--- config.mk ---
export PLATFORM = sky130hd
export DESIGN_NAME = gzip_header_parser_flat
export DESIGN_NICKNAME = d
export VERILOG_FILES = /design/src/rtl/core/gzhp_pkg.sv /design/src/rtl/core/gzhp_if.sv /design/src/rtl/core/gzip_header_parser.sv /design/src/rtl/core/gzhp_parse.sv /design/src/flat_wrapper.sv
export SDC_FILE = /design/constraint.sdc
export NUM_CORES = 1
export LEC_CHECK = 0
export BUFFER_PORTS_ARGS = -buffer_cell sky130_fd_sc_hd__buf_2
export CAP_MARGIN = 25
export CORE_MARGIN = 3
export CORE_UTILIZATION = 55
export DETAILED_ROUTE_END_ITERATION = 16
export GPL_TIMING_DRIVEN = 1
export PLACE_DENSITY = 0.79
export SLEW_MARGIN = 20
export SYNTH_ARGS = -nofsm -noshare
export SYNTH_HDL_FRONTEND = slang
export SYNTH_HIERARCHICAL = 1
export SYNTH_SLANG_ARGS = --single-unit
--- constraint.sdc ---
create_clock -name clock -period 10.7 [get_ports clock]
set_clock_uncertainty 0.2 [all_clocks]
set_input_delay 0 -clock clock [delete_from_list [all_inputs] [get_ports clock]]
set_output_delay 0 -clock clock [all_outputs]
set_load 0.01 [all_outputs]
--- src/rtl/core/gzhp_pkg.sv ---
// Shared types and constants for the gzip member header parser.
// No dependencies; every other file in rtl/core refers to this package.

package gzhp_pkg;

   localparam int BYTE_W   = 8;
   localparam int STATUS_W = 3;
   localparam int HLEN_W   = 15;
   localparam int SKIP_W   = 16;
   localparam int FIDX_W   = 4;
   localparam int FLAGS_W  = 4;
   localparam int CNT_W    = 17;   // header byte count, holds any HEADER_LIMIT up to 65536

   // APB register map: one 32-bit register per word
   localparam int CSR_DATA_W = 32;
   localparam int CSR_ADDR_W = 3;
   localparam logic REG_GZIP_MODE = 1'b0;   // word index, paddr[2]

   // Header byte values
   localparam logic [BYTE_W-1:0] MAGIC_ID1   = 8'h1f;
   localparam logic [BYTE_W-1:0] MAGIC_ID2   = 8'h8b;
   localparam logic [BYTE_W-1:0] METHOD_CODE = 8'h08;

   // Positions within the 10-byte fixed part
   localparam logic [FIDX_W-1:0] FIX_ID1    = 4'd0;
   localparam logic [FIDX_W-1:0] FIX_ID2    = 4'd1;
   localparam logic [FIDX_W-1:0] FIX_METHOD = 4'd2;
   localparam logic [FIDX_W-1:0] FIX_FLAGS  = 4'd3;
   localparam logic [FIDX_W-1:0] FIX_LAST   = 4'd9;

   // option_flags bits (flag byte bits 1..4)
   localparam int OPT_PART    = 0;   // 0x02
   localparam int OPT_EXTRA   = 1;   // 0x04
   localparam int OPT_NAME    = 2;   // 0x08
   localparam int OPT_COMMENT = 3;   // 0x10

   localparam logic [SKIP_W-1:0] PART_LEN = 16'd2;

   typedef enum logic [3:0] {
      PH_FIXED      = 4'd0,
      PH_PART       = 4'd1,
      PH_XLEN_LO    = 4'd2,
      PH_XLEN_HI    = 4'd3,
      PH_EXTRA      = 4'd4,
      PH_NAME       = 4'd5,
      PH_COMMENT    = 4'd6,
      PH_PAYLOAD    = 4'd7,
      PH_ERR_MAGIC  = 4'd8,
      PH_ERR_METHOD = 4'd9,
      PH_ERR_TRUNC  = 4'd10,
      PH_ERR_LONG   = 4'd11
   } phase_type;

   typedef enum logic [STATUS_W-1:0] {
      ST_HEADER      = 3'd0,
      ST_HEADER_DONE = 3'd1,
      ST_PAYLOAD     = 3'd2,
      ST_BAD_MAGIC   = 3'd3,
      ST_BAD_METHOD  = 3'd4,
      ST_TRUNCATED   = 3'd5,
      ST_TOO_LONG    = 3'd6
   } status_type;

   typedef struct packed {
      phase_type           phase;
      logic [FIDX_W-1:0]   fixed_index;
      logic [FLAGS_W-1:0]  option_flags;
      logic [SKIP_W-1:0]   skip_remaining;
      logic [BYTE_W-1:0]   extra_len_low;
   } parse_state_type;

   // First enabled optional part at or after 'from'; payload when none is left.
   function automatic phase_type enter_from(input phase_type from,
                                            input logic [FLAGS_W-1:0] flags);
      phase_type ph;
      if (from <= PH_PART && flags[OPT_PART]) begin
         ph = PH_PART;
      end else if (from <= PH_XLEN_LO && flags[OPT_EXTRA]) begin
         ph = PH_XLEN_LO;
      end else if (from <= PH_NAME && flags[OPT_NAME]) begin
         ph = PH_NAME;
      end else if (from <= PH_COMMENT && flags[OPT_COMMENT]) begin
         ph = PH_COMMENT;
      end else begin
         ph = PH_PAYLOAD;
      end
      return ph;
   endfunction

endpackage

--- src/rtl/core/gzhp_if.sv ---
// Valid/ready channel interfaces for the request (byte in) and response sides.
// Depends on gzhp_pkg for field widths.

interface gzhp_req_if;
   logic                        valid;
   logic                        ready;
   logic [gzhp_pkg::BYTE_W-1:0] in_byte;
   logic                        restart;
   logic                        end_of_input;

   modport source (output valid, in_byte, restart, end_of_input, input ready);
   modport sink   (input valid, in_byte, restart, end_of_input, output ready);
endinterface

interface gzhp_rsp_if;
   logic                          valid;
   logic                          ready;
   logic [gzhp_pkg::BYTE_W-1:0]   out_byte;
   logic [gzhp_pkg::STATUS_W-1:0] status;
   logic [gzhp_pkg::HLEN_W-1:0]   header_length;
   logic                          out_last;

   modport source (output valid, out_byte, status, header_length, out_last, input ready);
   modport sink   (input valid, out_byte, status, header_length, out_last, output ready);
endinterface

--- src/rtl/core/gzip_header_parser.sv ---
// Top level of the gzip member header parser: channels, APB register, state.
// Depends on gzhp_pkg, gzhp_if.sv (gzhp_req_if, gzhp_rsp_if) and gzhp_parse.

// One byte goes in per request beat and exactly one response beat comes out
// for it, in order. The block sustains one byte per clock unless the response
// side stalls: a request is taken whenever the response register is empty or
// drained in the same cycle; the response follows in the next cycle. The whole
// per-byte header step (phase compare, skip counter decrement, header byte
// count and limit compare) sits between the parser state registers and the
// response register. In gzip mode (register 0 = 1, the reset value) the
// member header is checked and stripped: status 0 for header bytes, 1 on the
// byte that completes the header, 2 for payload, and 3..6 for bad magic, bad
// method, truncated and too long. Errors are sticky until a beat with restart
// set, which starts a new header at that byte in both modes. With register
// 0 = 0 every byte is payload and the parser state is frozen. Change gzip_mode
// only when no response is outstanding. HEADER_LIMIT bounds the header length.

module gzip_header_parser #(
   parameter int HEADER_LIMIT = 16384
) (
   input  logic                                clock,
   input  logic                                reset,

   gzhp_req_if.sink                            req_chan,
   gzhp_rsp_if.source                          rsp_chan,

   input  logic                                psel,
   input  logic                                penable,
   input  logic                                pwrite,
   input  logic [gzhp_pkg::CSR_ADDR_W-1:0]     paddr,
   input  logic [gzhp_pkg::CSR_DATA_W-1:0]     pwdata,
   output logic [gzhp_pkg::CSR_DATA_W-1:0]     prdata,
   output logic                                pready
);

   // configuration
   logic gzip_mode_ff;
   logic csr_write;

   // parser state
   gzhp_pkg::parse_state_type    state_ff, state_in;
   logic [gzhp_pkg::CNT_W-1:0]   count_ff, count_in;

   // response register
   logic                          rsp_valid_ff;
   logic [gzhp_pkg::BYTE_W-1:0]   rsp_byte_ff;
   logic [gzhp_pkg::STATUS_W-1:0] rsp_status_ff;
   logic [gzhp_pkg::HLEN_W-1:0]   rsp_len_ff;
   logic                          rsp_last_ff;

   gzhp_pkg::status_type          step_status;
   logic [gzhp_pkg::HLEN_W-1:0]   step_len;
   logic                          req_ready;
   logic                          req_take;

   // ---------------------------------------------------------------- APB
   assign pready    = 1'b1;
   assign csr_write = psel && penable && pwrite;

   always_comb begin
      prdata = '0;
      if (paddr[2] == gzhp_pkg::REG_GZIP_MODE) begin
         prdata[0] = gzip_mode_ff;
      end
   end

   always_ff @(posedge clock) begin
      if (reset) begin
         gzip_mode_ff <= 1'b1;
      end else if (csr_write && paddr[2] == gzhp_pkg::REG_GZIP_MODE) begin
         gzip_mode_ff <= pwdata[0];
      end
   end

   // ---------------------------------------------------------- handshake
   // the response register frees itself in the same cycle it is drained
   assign req_ready      = !rsp_valid_ff || rsp_chan.ready;
   assign req_take       = req_chan.valid && req_ready;
   assign req_chan.ready = req_ready;

   // ------------------------------------------------------- header step
   gzhp_parse #(
      .HEADER_LIMIT (HEADER_LIMIT)
   ) u_parse (
      .gzip_mode     (gzip_mode_ff),
      .in_byte       (req_chan.in_byte),
      .restart       (req_chan.restart),
      .last          (req_chan.end_of_input),
      .cur_state     (state_ff),
      .cur_count     (count_ff),
      .next_state    (state_in),
      .next_count    (count_in),
      .status        (step_status),
      .header_length (step_len)
   );

   // parser state advances only on an accepted beat
   always_ff @(posedge clock) begin
      if (reset) begin
         state_ff.phase          <= gzhp_pkg::PH_FIXED;
         state_ff.fixed_index    <= '0;
         state_ff.option_flags   <= '0;
         state_ff.skip_remaining <= '0;
         state_ff.extra_len_low  <= '0;
         count_ff                <= '0;
      end else if (req_take) begin
         state_ff <= state_in;
         count_ff <= count_in;
      end
   end

   // ------------------------------------------------------ response side
   always_ff @(posedge clock) begin
      if (reset) begin
         rsp_valid_ff <= 1'b0;
      end else if (req_take) begin
         rsp_valid_ff <= 1'b1;
      end else if (rsp_chan.ready) begin
         rsp_valid_ff <= 1'b0;
      end
   end

   always_ff @(posedge clock) begin
      if (req_take) begin
         rsp_byte_ff   <= req_chan.in_byte;
         rsp_status_ff <= step_status;
         rsp_len_ff    <= step_len;
         rsp_last_ff   <= req_chan.end_of_input;
      end
   end

   assign rsp_chan.valid         = rsp_valid_ff;
   assign rsp_chan.out_byte      = rsp_byte_ff;
   assign rsp_chan.status        = rsp_status_ff;
   assign rsp_chan.header_length = rsp_len_ff;
   assign rsp_chan.out_last      = rsp_last_ff;

endmodule

--- src/rtl/core/gzhp_parse.sv ---
// Per-beat next-state and status logic of the gzip header parser.
// Purely combinational; depends on gzhp_pkg.

module gzhp_parse #(
   parameter int HEADER_LIMIT = 16384
) (
   input  logic                              gzip_mode,
   input  logic [gzhp_pkg::BYTE_W-1:0]       in_byte,
   input  logic                              restart,
   input  logic                              last,
   input  gzhp_pkg::parse_state_type         cur_state,
   input  logic [gzhp_pkg::CNT_W-1:0]        cur_count,
   output gzhp_pkg::parse_state_type         next_state,
   output logic [gzhp_pkg::CNT_W-1:0]        next_count,
   output gzhp_pkg::status_type              status,
   output logic [gzhp_pkg::HLEN_W-1:0]       header_length
);

   localparam logic [gzhp_pkg::CNT_W-1:0] LimitValue = gzhp_pkg::CNT_W'(HEADER_LIMIT);

   gzhp_pkg::parse_state_type st;
   logic [gzhp_pkg::CNT_W-1:0]  cnt;
   logic [gzhp_pkg::SKIP_W-1:0] skip_dec;
   logic                      err;

   always_comb begin
      // restart clears the parser before this byte is looked at
      if (restart) begin
         st.phase          = gzhp_pkg::PH_FIXED;
         st.fixed_index    = '0;
         st.option_flags   = '0;
         st.skip_remaining = '0;
         st.extra_len_low  = '0;
         cnt               = '0;
      end else begin
         st  = cur_state;
         cnt = cur_count;
      end

      next_state = st;
      next_count = cnt;
      err        = 1'b0;
      skip_dec   = st.skip_remaining - gzhp_pkg::SKIP_W'(1);
      status     = gzhp_pkg::ST_PAYLOAD;

      if (gzip_mode) begin
         case (st.phase)
            gzhp_pkg::PH_PAYLOAD: begin
               status = gzhp_pkg::ST_PAYLOAD;
            end
            gzhp_pkg::PH_ERR_MAGIC:  status = gzhp_pkg::ST_BAD_MAGIC;
            gzhp_pkg::PH_ERR_METHOD: status = gzhp_pkg::ST_BAD_METHOD;
            gzhp_pkg::PH_ERR_TRUNC:  status = gzhp_pkg::ST_TRUNCATED;
            gzhp_pkg::PH_ERR_LONG:   status = gzhp_pkg::ST_TOO_LONG;
            default: begin
               next_count = cnt + gzhp_pkg::CNT_W'(1);
               case (st.phase)
                  gzhp_pkg::PH_FIXED: begin
                     if ((st.fixed_index == gzhp_pkg::FIX_ID1 && in_byte != gzhp_pkg::MAGIC_ID1) ||
                         (st.fixed_index == gzhp_pkg::FIX_ID2 && in_byte != gzhp_pkg::MAGIC_ID2)) begin
                        next_state.phase = gzhp_pkg::PH_ERR_MAGIC;
                        err = 1'b1;
                     end else if (st.fixed_index == gzhp_pkg::FIX_METHOD &&
                                  in_byte != gzhp_pkg::METHOD_CODE) begin
                        next_state.phase = gzhp_pkg::PH_ERR_METHOD;
                        err = 1'b1;
                     end else begin
                        if (st.fixed_index == gzhp_pkg::FIX_FLAGS) begin
                           next_state.option_flags = in_byte[gzhp_pkg::FLAGS_W:1];
                        end
                        next_state.fixed_index = st.fixed_index + gzhp_pkg::FIDX_W'(1);
                        if (st.fixed_index >= gzhp_pkg::FIX_LAST) begin
                           next_state.phase = gzhp_pkg::enter_from(gzhp_pkg::PH_PART,
                                                                   st.option_flags);
                           if (next_state.phase == gzhp_pkg::PH_PART) begin
                              next_state.skip_remaining = gzhp_pkg::PART_LEN;
                           end
                        end
                     end
                  end
                  gzhp_pkg::PH_PART: begin
                     next_state.skip_remaining = skip_dec;
                     if (skip_dec == '0) begin
                        next_state.phase = gzhp_pkg::enter_from(gzhp_pkg::PH_XLEN_LO,
                                                                st.option_flags);
                     end
                  end
                  gzhp_pkg::PH_XLEN_LO: begin
                     next_state.extra_len_low = in_byte;
                     next_state.phase         = gzhp_pkg::PH_XLEN_HI;
                  end
                  gzhp_pkg::PH_XLEN_HI: begin
                     next_state.skip_remaining = {in_byte, st.extra_len_low};
                     if ({in_byte, st.extra_len_low} != '0) begin
                        next_state.phase = gzhp_pkg::PH_EXTRA;
                     end else begin
                        next_state.phase = gzhp_pkg::enter_from(gzhp_pkg::PH_NAME,
                                                                st.option_flags);
                     end
                  end
                  gzhp_pkg::PH_EXTRA: begin
                     next_state.skip_remaining = skip_dec;
                     if (skip_dec == '0) begin
                        next_state.phase = gzhp_pkg::enter_from(gzhp_pkg::PH_NAME,
                                                                st.option_flags);
                     end
                  end
                  gzhp_pkg::PH_NAME: begin
                     if (in_byte == '0) begin
                        next_state.phase = gzhp_pkg::enter_from(gzhp_pkg::PH_COMMENT,
                                                                st.option_flags);
                     end
                  end
                  default: begin   // comment string
                     if (in_byte == '0) begin
                        next_state.phase = gzhp_pkg::PH_PAYLOAD;
                     end
                  end
               endcase

               // error priority: bad byte, then too long, then truncated
               if (err) begin
                  if (next_state.phase == gzhp_pkg::PH_ERR_MAGIC) begin
                     status = gzhp_pkg::ST_BAD_MAGIC;
                  end else begin
                     status = gzhp_pkg::ST_BAD_METHOD;
                  end
               end else if (next_state.phase == gzhp_pkg::PH_PAYLOAD) begin
                  status = gzhp_pkg::ST_HEADER_DONE;
               end else if (next_count >= LimitValue) begin
                  next_state.phase = gzhp_pkg::PH_ERR_LONG;
                  status = gzhp_pkg::ST_TOO_LONG;
               end else if (last) begin
                  next_state.phase = gzhp_pkg::PH_ERR_TRUNC;
                  status = gzhp_pkg::ST_TRUNCATED;
               end else begin
                  status = gzhp_pkg::ST_HEADER;
               end
            end
         endcase
         header_length = next_count[gzhp_pkg::HLEN_W-1:0];
      end else begin
         // raw mode: parser state kept (apart from a restart), every byte payload
         header_length = '0;
      end
   end

endmodule

--- src/flat_wrapper.sv ---
// flat-port wrapper written by rule: the top's interface ports become plain ports
module gzip_header_parser_flat 
#(
   parameter int HEADER_LIMIT = 16384
)
  (clock, reset, psel, penable, pwrite, paddr, pwdata, prdata, pready, req_chan_valid, req_chan_in_byte, req_chan_restart, req_chan_end_of_input, req_chan_ready, rsp_chan_valid, rsp_chan_out_byte, rsp_chan_status, rsp_chan_header_length, rsp_chan_out_last, rsp_chan_ready);
  gzhp_req_if req_chan_i ();
  gzhp_rsp_if rsp_chan_i ();
  input  logic clock;
  input  logic reset;
  input  logic psel;
  input  logic penable;
  input  logic pwrite;
  input  logic [gzhp_pkg::CSR_ADDR_W-1:0] paddr;
  input  logic [gzhp_pkg::CSR_DATA_W-1:0] pwdata;
  output logic [gzhp_pkg::CSR_DATA_W-1:0] prdata;
  output logic pready;
  input wire logic [$bits(req_chan_i.valid)-1:0] req_chan_valid;
  input wire logic [$bits(req_chan_i.in_byte)-1:0] req_chan_in_byte;
  input wire logic [$bits(req_chan_i.restart)-1:0] req_chan_restart;
  input wire logic [$bits(req_chan_i.end_of_input)-1:0] req_chan_end_of_input;
  output wire logic [$bits(req_chan_i.ready)-1:0] req_chan_ready;
  output wire logic [$bits(rsp_chan_i.valid)-1:0] rsp_chan_valid;
  output wire logic [$bits(rsp_chan_i.out_byte)-1:0] rsp_chan_out_byte;
  output wire logic [$bits(rsp_chan_i.status)-1:0] rsp_chan_status;
  output wire logic [$bits(rsp_chan_i.header_length)-1:0] rsp_chan_header_length;
  output wire logic [$bits(rsp_chan_i.out_last)-1:0] rsp_chan_out_last;
  input wire logic [$bits(rsp_chan_i.ready)-1:0] rsp_chan_ready;
  assign req_chan_i.valid = req_chan_valid;
  assign req_chan_i.in_byte = req_chan_in_byte;
  assign req_chan_i.restart = req_chan_restart;
  assign req_chan_i.end_of_input = req_chan_end_of_input;
  assign req_chan_ready = req_chan_i.ready;
  assign rsp_chan_valid = rsp_chan_i.valid;
  assign rsp_chan_out_byte = rsp_chan_i.out_byte;
  assign rsp_chan_status = rsp_chan_i.status;
  assign rsp_chan_header_length = rsp_chan_i.header_length;
  assign rsp_chan_out_last = rsp_chan_i.out_last;
  assign rsp_chan_i.ready = rsp_chan_ready;
  gzip_header_parser #(.HEADER_LIMIT(HEADER_LIMIT)) u_core (.clock(clock), .reset(reset), .req_chan(req_chan_i), .rsp_chan(rsp_chan_i), .psel(psel), .penable(penable), .pwrite(pwrite), .paddr(paddr), .pwdata(pwdata), .prdata(prdata), .pready(pready));
endmodule
Yosys cells after proc, flatten, opt, wreduce, memory -nomap -nowiden
Index checks and enable logic that the tools add are counted.

Bits in registers: 82. Logic and storage cells: 108. Input bits: 52. Output and inout port bits: 62.

Bitwise operators: 1. Mux-type cells: 53. Eq/ne operators: 19. Add/subtract/negate cells: 3. Order comparisons: 2. Reductions and logical operators: 18.

Operator list (count): 36-bit two-way mux (3); 4-bit two-way mux (23); 17-bit two-way mux (3); 24-bit two-way mux (2); 16-bit case mux with 3 select lines (1); 16-bit two-way mux (2); 4-bit case mux with 6 select lines (1); 4-bit equality test, second input constant (5); 17-bit by 1-bit adder with 17-bit output, second input constant (1); 17-bit by 15-bit greater-or-equal comparator with 1-bit output, second input constant (1); 4-bit by 2-bit equality test with 1-bit output, second input constant (4); 4-bit by 3-bit equality test with 1-bit output, second input constant (4); 16-bit logical NOT (1); 8-bit two-way mux (2); 16-bit nonzero test (1); 16-bit by 1-bit subtractor with 16-bit output, second input constant (1); 3-bit two-way mux (5); 3-bit case mux with 5 select lines (1); 4-bit by 1-bit equality test with 1-bit output, second input constant (3); 1-bit two-way mux (9); 4-bit logical NOT (2); 8-bit logical NOT (1); 8-bit by 4-bit inequality test with 1-bit output, second input constant (1); 8-bit by 5-bit inequality test with 1-bit output, second input constant (1); other kinds (11) (18).

Longest topological paths before layout
Gate-level depths: netlist of run 1.

Word-level depth: 23. Depth in mapped cells: 18. Mapped depth without buffers: 14.

Modules after synthesis
Netlist of run 1, hierarchy kept.

Modules (own cells, without submodules): gzip_header_parser (times used 1, cells an instance 314, area each 3517.1 sq um, sequential area each 1911.8 sq um); gzhp_parse (times used 1, cells an instance 477, area each 2841.5 sq um, sequential area each 0.0 sq um).

Worst setup path after synthesis of run 1
Ideal clock, no wire load.

Path type: input to register. Start: input port req_chan_restart. End: register u_core/state_ff[34] (netlist bit). Data arrival time: 3264 ps. Setup time: 70 ps. Path buffers: 5. Data required time: 10430 ps. Setup slack: 7165 ps. Cell stages on the path: 17. Cells stage by stage: buf_2 clkinv_1 clkbuf_1 buf_1 clkbuf_1 nand2_1 ha_1 buf_6 nand2_1 o21ai_0 a311o_1 nor4_2 a311oi_1 or3b_1 a222oi_1 nand3_1 a21oi_1.

RTL lines: from (decl) (line flat_wrapper.sv:20) `input wire logic [$bits(req_chan_i.restart)-1:0] req_chan_restart;`; to (signal assigned) (line gzip_header_parser.sv:107) `state_ff <= state_in;`; to (decl) (line gzip_header_parser.sv:41) `gzhp_pkg::parse_state_type state_ff, state_in;`.

==> results.md, run 1 <==
- Synthesis warning total: 6
- Cell count after synthesis: 791
- Number of flops mapped to enable cells by yosys: 27
- Avg Inst Size Synth: 8.04 µm²
- DRC viols: 0
- Count of endpoints failing setup in the final report: 0
- Final hold vios: 0
- Count of non-filler cells in the finished layout: 953
- R2r worst-path depth: 8
- Reg-to-Reg End: u_core/state_ff[10]$_SDFFE_PP0P_
- Violation count after the first detailed-route iteration: 619
- Source of the critical timing path: req_chan_restart
- Most frequent standard cell in the layout excluding fill and tap cells: nand3_1
- Synthesized-area fraction occupied by ao, oa, aoi and oai cells: 0.262
- Placed instance count: 924
- Critical path capture point: u_core/state_ff[34]$_SDFFE_PP0P_
- Slew at the pin closest to its max-slew limit: 1.04 ns
- Relative slew margins: 0.306
- Width of the die: roughly 110 µm
- Top cells by area, synth: dfxtp_1 (17%), edfxtp_1 (13%), a21bo_1 (8.3%)
- Proportion of layout cells with a drive suffix above 1: 0.128
- Critical-path maximum fanout: 50
- Kind of start point of the critical path: input port
- Clock period minus worst slack: 3.85 ns
- Number of antenna repair diodes: 0
- CTS clock-pin slew for the worst setup and hold paths: about 0.060 ns
- Dominant combinational cell family by area after synthesis: compound AO/OA/AOI/OAI gates
- Num CTS Buffers: 9
- Kind of critical path: in2reg
- Clk Latency, worst-skew pair: around 0.36 ns
- Share of cell area taken by muxes after synthesis: 0.0146
- Number of vias per cell after detailed routing: roughly 6.3
- Run status: finished, final reports clean
- Setup slack after placement: 6.60 ns
- Worst setup slack for register-to-register paths: 7.17 ns
- Static leakage: 2.55 nW
- Clock sink count: 82
- Via count of the first global-routing pass: 5,393
- Final worst-path cycle share: 0.360
- Bufs on Longest Clock Path: 2
- Path type of the worst min-delay path: in2out
- Total I/O pin count: 114
- Die height: approximately 110 µm
- Netlist area before placement: between 6000 and 7000 µm²
- Drt wl/cell: 17.4 µm
- Simple-Gate Fraction of Synth Area: 0.253
- Half-perimeter wire length of the detailed placement result: 10,500 µm
- Number of nets at the end of the flow: 869
- Total number of vias: 6,000
- Count of distinct cell types in the synthesized netlist: about 80
- Sum of overflow across all layers after global routing: 0
- Number of H-tree levels: 3
- Number of detailed-route iterations in the first pass: 6
- Row cnt: 38
- Count of pins over their slew limit: 0
- Worst EP arrival: between 3 and 4 ns
- Hold path start: paddr[2]
- Cell at the root of the clock tree: clkbuf_16
- Clock tree from TritonCTS: yes
- Overall power consumption: 0.000763 W
- Count of nets left with antenna violations after detail routing: 0
- Filler Cell Count: between 900 and 1,000
- Data required time of the critical path: 10.78 ns
- Gp weighted congestion: 0.926
- Power per cell area: 113 nW/µm²
- Total negative slack for setup checks: 0 ns
- Slowest library cell on the worst path: ha_1
- Die footprint: roughly 13,000 µm²
- Fmax: 0.260 GHz
- Sequential share of the synthesized area: 0.301
- Area of the core: 11,100 µm²
- Chain of cells forming the critical path: buf_2 -> buf_4 -> clkinv_1 -> buf_4 -> nand2_1 -> ha_1 -> o21ai_0 -> a311o_1 -> nor4_2 -> a311oi_1 -> or3b_1 -> a222oi_1 -> nand3_1 -> a21oi_1
- Wire length after detailed routing: between 15,000 and 20,000 µm
- Global-route wire length before repair: 26,500 µm
- Cells resized by post-CTS repair: 0
- Adder-cell share of the synthesized area: 0.0177
- Crit. End Element: flip-flop
- Cell type with the highest aggregate area in the netlist: dfxtp_1
- Setup repair after global routing missed its margin: no
- VDD IR max: around 99 µV
- Post-synthesis async set-or-reset flop share: 0
- Flip-flop cell with the highest count after synthesis: dfxtp_1
- Fraction of synthesized cell area taken by the top area cell type: 0.173
- Total of max-cap violations: 0
- Number of antenna violations at the first check in global routing: 0
- Maximum number of pins on one net before global-route repair: 96
- Buffers added on ports: 48
- Area share of xor/xnor cells in the synthesized design: 0.0455
- Largest stage delay on the critical path: 0.59 ns
- Starting density of the core: 0.574
- Fin worst setup slack: 6.85 ns
- Most used cell along the critical path: buf_4
- Post-Route Hold Slack: 0.0415 ns
- Top library cells by usage in the layout, fill and taps aside: nand3_1 (80), a21oi_1 (75), nand2_1 (74)
- Synthesis-stage register bit count: 82
- Overall Global Routing Usage: 0.251
- Launching point of the worst reg2reg path: u_core/state_ff[34]$_SDFFE_PP0P_
- Signed area change from the synthesized netlist to the final layout: 6.20%
cell families (layout without fill, tap and decap cells):
family	after synthesis	count (layout)
compound gates	236	236
xor+xnor	33	33
fa+ha+maj	9	9
buf+inv	110	102
flops	82	82
mux	9	9
other cells	2	32
simple gates	310	310
sequential cells by signal, summed over array words and instances, names as in the netlist:
| signal | count |
|---|---|
| u_core/rsp_chan.valid | 1 |
| u_core/gzip_mode_ff | 1 |
| u_core/rsp_chan.status | 3 |
| u_core/count_ff | 17 |
| u_core/rsp_chan.header_length | 15 |
| u_core/rsp_chan.out_last | 1 |
| u_core/state_ff | 36 |
| u_core/rsp_chan.out_byte | 8 |
worst max-delay path, delay by kind of cell:
family	cells	cell delay, ns
AND/OR/NAND/NOR	4	1.04
buffers and inverters	4	0.96
adder cells (fa/ha/maj)	1	0.59
AO/OA/AOI/OAI	5	1.28
stage by stage:
step                cell area (µm²)   util
finish                         6750  0.610
detailed placement             6340  0.572
global route                   6750  0.610
CTS                            6750  0.610
global placement               6340  0.572
floorplan                      6470      -
how the worst min path moves through the flow:
stage,cells past startpoint,to,slack (ns)
finish,3,prdata[0],0.04
detailed placement,3,prdata[0],0.04
floorplan,1,prdata[0],-0.15
CTS,3,prdata[0],0.04
global placement,1,u_core/rsp_chan.out_last$_DFFE_PP_,0.04
global route,3,prdata[0],0.06
routing by layer:
metal	routed length, µm	share of wire	global-route usage	up-vias
met5	0	0	0	-
met4	516	0.031	0.117	0
met3	1310	0.079	0.0504	55
met2	7990	0.48	0.409	301
met1	6740	0.41	0.320	2829
li1	-	-	-	2815
cell type report:
class                      instances  area (µm²)  area share
tap                              140         175      0.0259
inverter                          18        67.6      0.0100
sequential                        82        1910       0.283
clock inverter                     6        46.3     0.00686
timing repair buffer              68         423      0.0626
clock buffer                      10         239      0.0354
multi-input combinational        629        3890       0.576
report_power, final:
group          internal, W  total (W)  switching [W]
Clock             0.000166   0.000301       0.000135
Sequential        0.000332   0.000340     0.00000852
Combinational    0.0000399   0.000122      0.0000820
Total             0.000538   0.000763       0.000225
synthesized netlist by cell type, types with 11 or more instances:
library cell  count
nand4_1          13
a21oi_1          75
nand3_1          80
dfxtp_1          55
clkbuf_1         26
buf_2            11
nor2_1           52
nor2b_1          14
edfxtp_1         27
a21bo_1          53
a21oi_2          12
xnor2_1          21
xor2_1           12
nand2_1          74
inv_1            17
buf_4            37
nor3_1           14
o21ai_0          43
buf_6            12
repair_timing:
action | 4_1_cts | 5_1_grt
hold buffers | 13 | 0
endpoints found under the setup margin | 0 | 0
setup buffers | 0 | 0
endpoints found under the hold margin | 32 | 0
Power figures use the tool's default switching activity.
==> inputs of run 2 (changes only) <==
--- a/config.mk
+++ b/config.mk
@@ -5,13 +5,14 @@
 export SDC_FILE = /design/constraint.sdc
 export NUM_CORES = 1
 export LEC_CHECK = 0
+export ABC_AREA = 1
 export BUFFER_PORTS_ARGS = -buffer_cell sky130_fd_sc_hd__buf_2
 export CAP_MARGIN = 25
 export CORE_MARGIN = 3
-export CORE_UTILIZATION = 55
+export CORE_UTILIZATION = 52
 export DETAILED_ROUTE_END_ITERATION = 16
 export GPL_TIMING_DRIVEN = 1
-export PLACE_DENSITY = 0.79
+export PLACE_DENSITY = 0.78
 export SLEW_MARGIN = 20
 export SYNTH_ARGS = -nofsm -noshare
 export SYNTH_HDL_FRONTEND = slang
==> constraint.sdc (replaced) <==
create_clock -name clock -period 3.37 [get_ports clock]
set_clock_uncertainty 0.2 [all_clocks]
set_input_delay 0 -clock clock [delete_from_list [all_inputs] [get_ports clock]]
set_output_delay 0 -clock clock [all_outputs]
set_load 0.01 [all_outputs]
==> results.md, run 2 <==
- Run status: finished, final reports clean (unchanged)
- Clock sink count: 82 (unchanged)
- Worst EP arrival: 3.11 ns (was 3.92 ns)
- Count of pins over their slew limit: 0 (unchanged)
- Width of the die: 118 µm (was 114 µm)
- Flip-flop cell with the highest count after synthesis: dfxtp_1 (unchanged)
- Signed area change from the synthesized netlist to the final layout: 11.4% (was 6.20%)
- Cell count after synthesis: 1,033 (was 791)
- Sum of overflow across all layers after global routing: 0 (unchanged)
- Adder-cell share of the synthesized area: 0.0174 (was 0.0177)
- Die footprint: 13,800 µm² (was 12,900 µm²)
- Top library cells by usage in the layout, fill and taps aside: nand2_1 (220), inv_1 (150), nor2_1 (145) (was nand3_1 (80), a21oi_1 (75), nand2_1 (74))
- Hold path start: paddr[2] (unchanged)
- Sequential share of the synthesized area: 0.295 (was 0.301)
- Drt wl/cell: 13.0 µm (was 17.4 µm)
- Share of cell area taken by muxes after synthesis: 0 (was 0.0146)
- Clk Latency, worst-skew pair: 0.36 ns (about the same)
- Number of antenna violations at the first check in global routing: 0 (unchanged)
- Seq. cell area: 1910 µm² (unchanged)
- Total negative slack for setup checks: 0 ns (unchanged)
- Most frequent standard cell in the layout excluding fill and tap cells: nand2_1 (was nand3_1)
- Cell type with the highest aggregate area in the netlist: dfxtp_1 (unchanged)
- Synthesis-stage register bit count: 82 (unchanged)
- Number of nets at the end of the flow: 1,143 (was 869)
- Violation count after the first detailed-route iteration: 680 (was 619)
- Die height: 118 µm (was 114 µm)
- Half-perimeter wire length of the detailed placement result: 10,700 µm (was 10,500 µm)
- Total number of vias: 6,546 (was 6,000)
- DRC viols: 0 (unchanged)
- Num CTS Buffers: 9 (unchanged)
- Gp weighted congestion: 0.884 (was 0.926)
- Area of the core: 12,100 µm² (was 11,100 µm²)
- Fin worst setup slack: 0.361 ns (was 6.85 ns)
- Global-route wire length before repair: 26,600 µm (was 26,500 µm)
- Final hold vios: 0 (unchanged)
- Relative slew margins: 0.383 (was 0.306)
- Area share of xor/xnor cells in the synthesized design: 0.00945 (was 0.0455)
- Power per cell area: 415 nW/µm² (was 113 nW/µm²)
- Number of antenna repair diodes: 0 (unchanged)
- Final worst-path cycle share: 0.893
- Fraction of synthesized cell area taken by the top area cell type: 0.170 (was 0.173)
- Kind of critical path: reg2reg (was in2reg)
- Ranking of synthesized cells by instance count: nand2_1 (221), inv_1 (151), nor2_1 (146) (was nand3_1 (80), a21oi_1 (75), nand2_1 (74))
- Count of non-filler cells in the finished layout: 1,255 (was 953)
- Count of nets left with antenna violations after detail routing: 0 (unchanged)
- Buffers added on ports: 48 (unchanged)
- Number of flops mapped to enable cells by yosys: 27 (unchanged)
- Setup repair after global routing missed its margin: no (unchanged)
- Reg with most FFs: u_core/state_ff (unchanged)
- Synthesized-area fraction occupied by ao, oa, aoi and oai cells: 0.143 (was 0.262)
- Kind of start point of the critical path: flip-flop (was input port)
- Synthesis warning total: 6 (unchanged)
- Footprint of the multi-input gates: 3620 µm² (was 3890 µm²)
- Netlist area before placement: 6490 µm² (was 6360 µm²)
- Dominant combinational cell family by area after synthesis: simple AND/OR/NAND/NOR gates (was compound AO/OA/AOI/OAI gates)
- Post-layout utilization of the core: 0.597 (was 0.610)
- Starting density of the core: 0.536 (was 0.574)
- Number of vias per cell after detailed routing: 5.22 (was 6.30)
- Number of flip-flops in the largest register: 36 (unchanged)
- Via count of the first global-routing pass: 5,589 (was 5,393)
- Simple-Gate Fraction of Synth Area: 0.362 (was 0.253)
- Wire length after detailed routing: 16,400 µm (was 16,500 µm)
- Post-synthesis async set-or-reset flop share: 0 (unchanged)
- Launching point of the worst reg2reg path: u_core/state_ff[32]$_SDFFE_PP0P_ (was u_core/state_ff[34]$_SDFFE_PP0P_)
- VDD IR max: 243 µV (was 99.4 µV)
- Setup slack after placement: 0.0809 ns (was 6.60 ns)
- Count of endpoints failing setup in the final report: 0 (unchanged)
- Path type of the worst min-delay path: in2out (unchanged)
- Row cnt: 40 (was 38)
- Number of H-tree levels: 3 (unchanged)
- Cell at the root of the clock tree: clkbuf_16 (unchanged)
- Top-count cell post-synth: nand2_1 (was nand3_1)
- Bufs on Longest Clock Path: 2 (unchanged)
- Source of the critical timing path: u_core/state_ff[32]$_SDFFE_PP0P_ (was req_chan_restart)
- Fmax: about 0.33 GHz
- Slew at the pin closest to its max-slew limit: 0.923 ns (was 1.04 ns)
- Count of distinct cell types in the synthesized netlist: 45 (was 82)
- Number of detailed-route iterations in the first pass: 5 (was 6)
- Placed instance count: 1,222 (was 924)
- Crit. End Element: flip-flop (unchanged)
- Total of max-cap violations: 0 (unchanged)
- Overall Global Routing Usage: 0.230 (was 0.251)
- Critical-path maximum fanout: 16 (was 50)
- Avg Inst Size Synth: 6.28 µm² (was 8.04 µm²)
- Proportion of layout cells with a drive suffix above 1: 0.129 (was 0.128)
- Total I/O pin count: 114 (unchanged)
- Clock tree from TritonCTS: yes (unchanged)
- Clock period minus worst slack: around 3 ns
- Top cells by area, synth: dfxtp_1 (17%), nand2_1 (13%), edfxtp_1 (13%) (was dfxtp_1 (17%), edfxtp_1 (13%), a21bo_1 (8.3%))
- Maximum number of pins on one net before global-route repair: 109 (was 96)
- Filler Cell Count: 1,172 (was 974)
- CTS clock-pin slew for the worst setup and hold paths: 0.06 ns (about the same)
- Static leakage: 3.49 nW (was 2.55 nW)
- Data required time of the critical path: 3.47 ns (was 10.78 ns)
==> run 2: area by class of cell <==
| type | instances | share of cell area |
|---|---|---|
| inverters | 158 | 0.0824 |
| multi-input cells | 747 | 0.500 |
| clock inverters | 7 | 0.0107 |
| well taps | 168 | 0.0291 |
| repair buffers | 84 | 0.0817 |
| clock buffers | 9 | 0.0312 |
| flip-flops and latches | 82 | 0.264 |
==> run 2: report_power, final <==
group / switching, W / internal, W / leakage, nW
Clock: 0.000443 / 0.000580 / 0.142
Sequential: 0.0000471 / 0.00110 / 0.721
Combinational: 0.000542 / 0.000285 / 2.62
Total: 0.00103 / 0.00197 / 3.49
==> run 2: final timing paths <==
kind	endpoint	slack [ns]	cells past startpoint
worst max-delay path	u_core/state_ff[7]$_SDFFE_PP0P_	0.36	18
worst max register to register	u_core/state_ff[7]$_SDFFE_PP0P_	0.36	18
worst min register to register	u_core/state_ff[27]$_SDFFE_PP0P_	0.28	2
worst min-delay path	prdata[0]	0.05	3
==> run 2: stage by stage <==
| step | area [µm²] | hold WS (ns) | power, W |
|---|---|---|---|
| 5_1_grt | 7230 | 0.0780 | 0.00317 |
| 2_1_floorplan | 6600 | -0.152 | 0.00181 |
| 4_1_cts | 7140 | 0.0505 | 0.00299 |
| 3_5_place_dp | 6700 | -0.0111 | 0.00195 |
| 3_3_place_gp | 6700 | -0.0174 | 0.00194 |
| 6_report | 7230 | 0.0474 | 0.00300 |
==> run 2: cell families (layout without fill, tap and decap cells) <==
| kind of cell | count (synthesis) | count (layout) |
|---|---|---|
| and+or+nand+nor | 531 | 531 |
| buffers and inverters | 234 | 258 |
| AOI/OAI and AO/OA | 168 | 168 |
| DFF | 82 | 82 |
| adders and majority gates | 9 | 9 |
| xor gates and xnor gates | 7 | 7 |
| other | 2 | 32 |
==> run 2: critical path, cell delays in order, from the launching register on <==
cell and delay [ns]:
dfxtp_1 0.34, inv_1 0.09, nor2_2 0.07, inv_1 0.11
nor2_1 0.06, inv_1 0.08, nor2_1 0.07, nor2_2 0.11
inv_2 0.11, nor2_1 0.20, inv_2 0.11, buf_4 0.17
nor2_1 0.70, nand2_1 0.14, o21ai_0 0.12, inv_1 0.05
nand3_1 0.07, nand2_1 0.07, nor2_1 0.07
==> run 2: timing repair <==
| item | in CTS | in global routing |
|---|---|---|
| buffers inserted | 0 | 1 |
| endpoints found under the setup margin | 0 | 18 |
| hold endpoints to repair | 19 | 0 |
| hold buffers | 14 | 0 |
| gates resized for setup | 0 | 9 |
==> run 2: layer usage <==
layer,vias up,track usage,share of wire
met4,0,0.0674,0.016
li1,3339,-,-
met3,22,0.0509,0.080
met1,2910,0.318,0.46
met2,275,0.363,0.44
met5,-,0,0
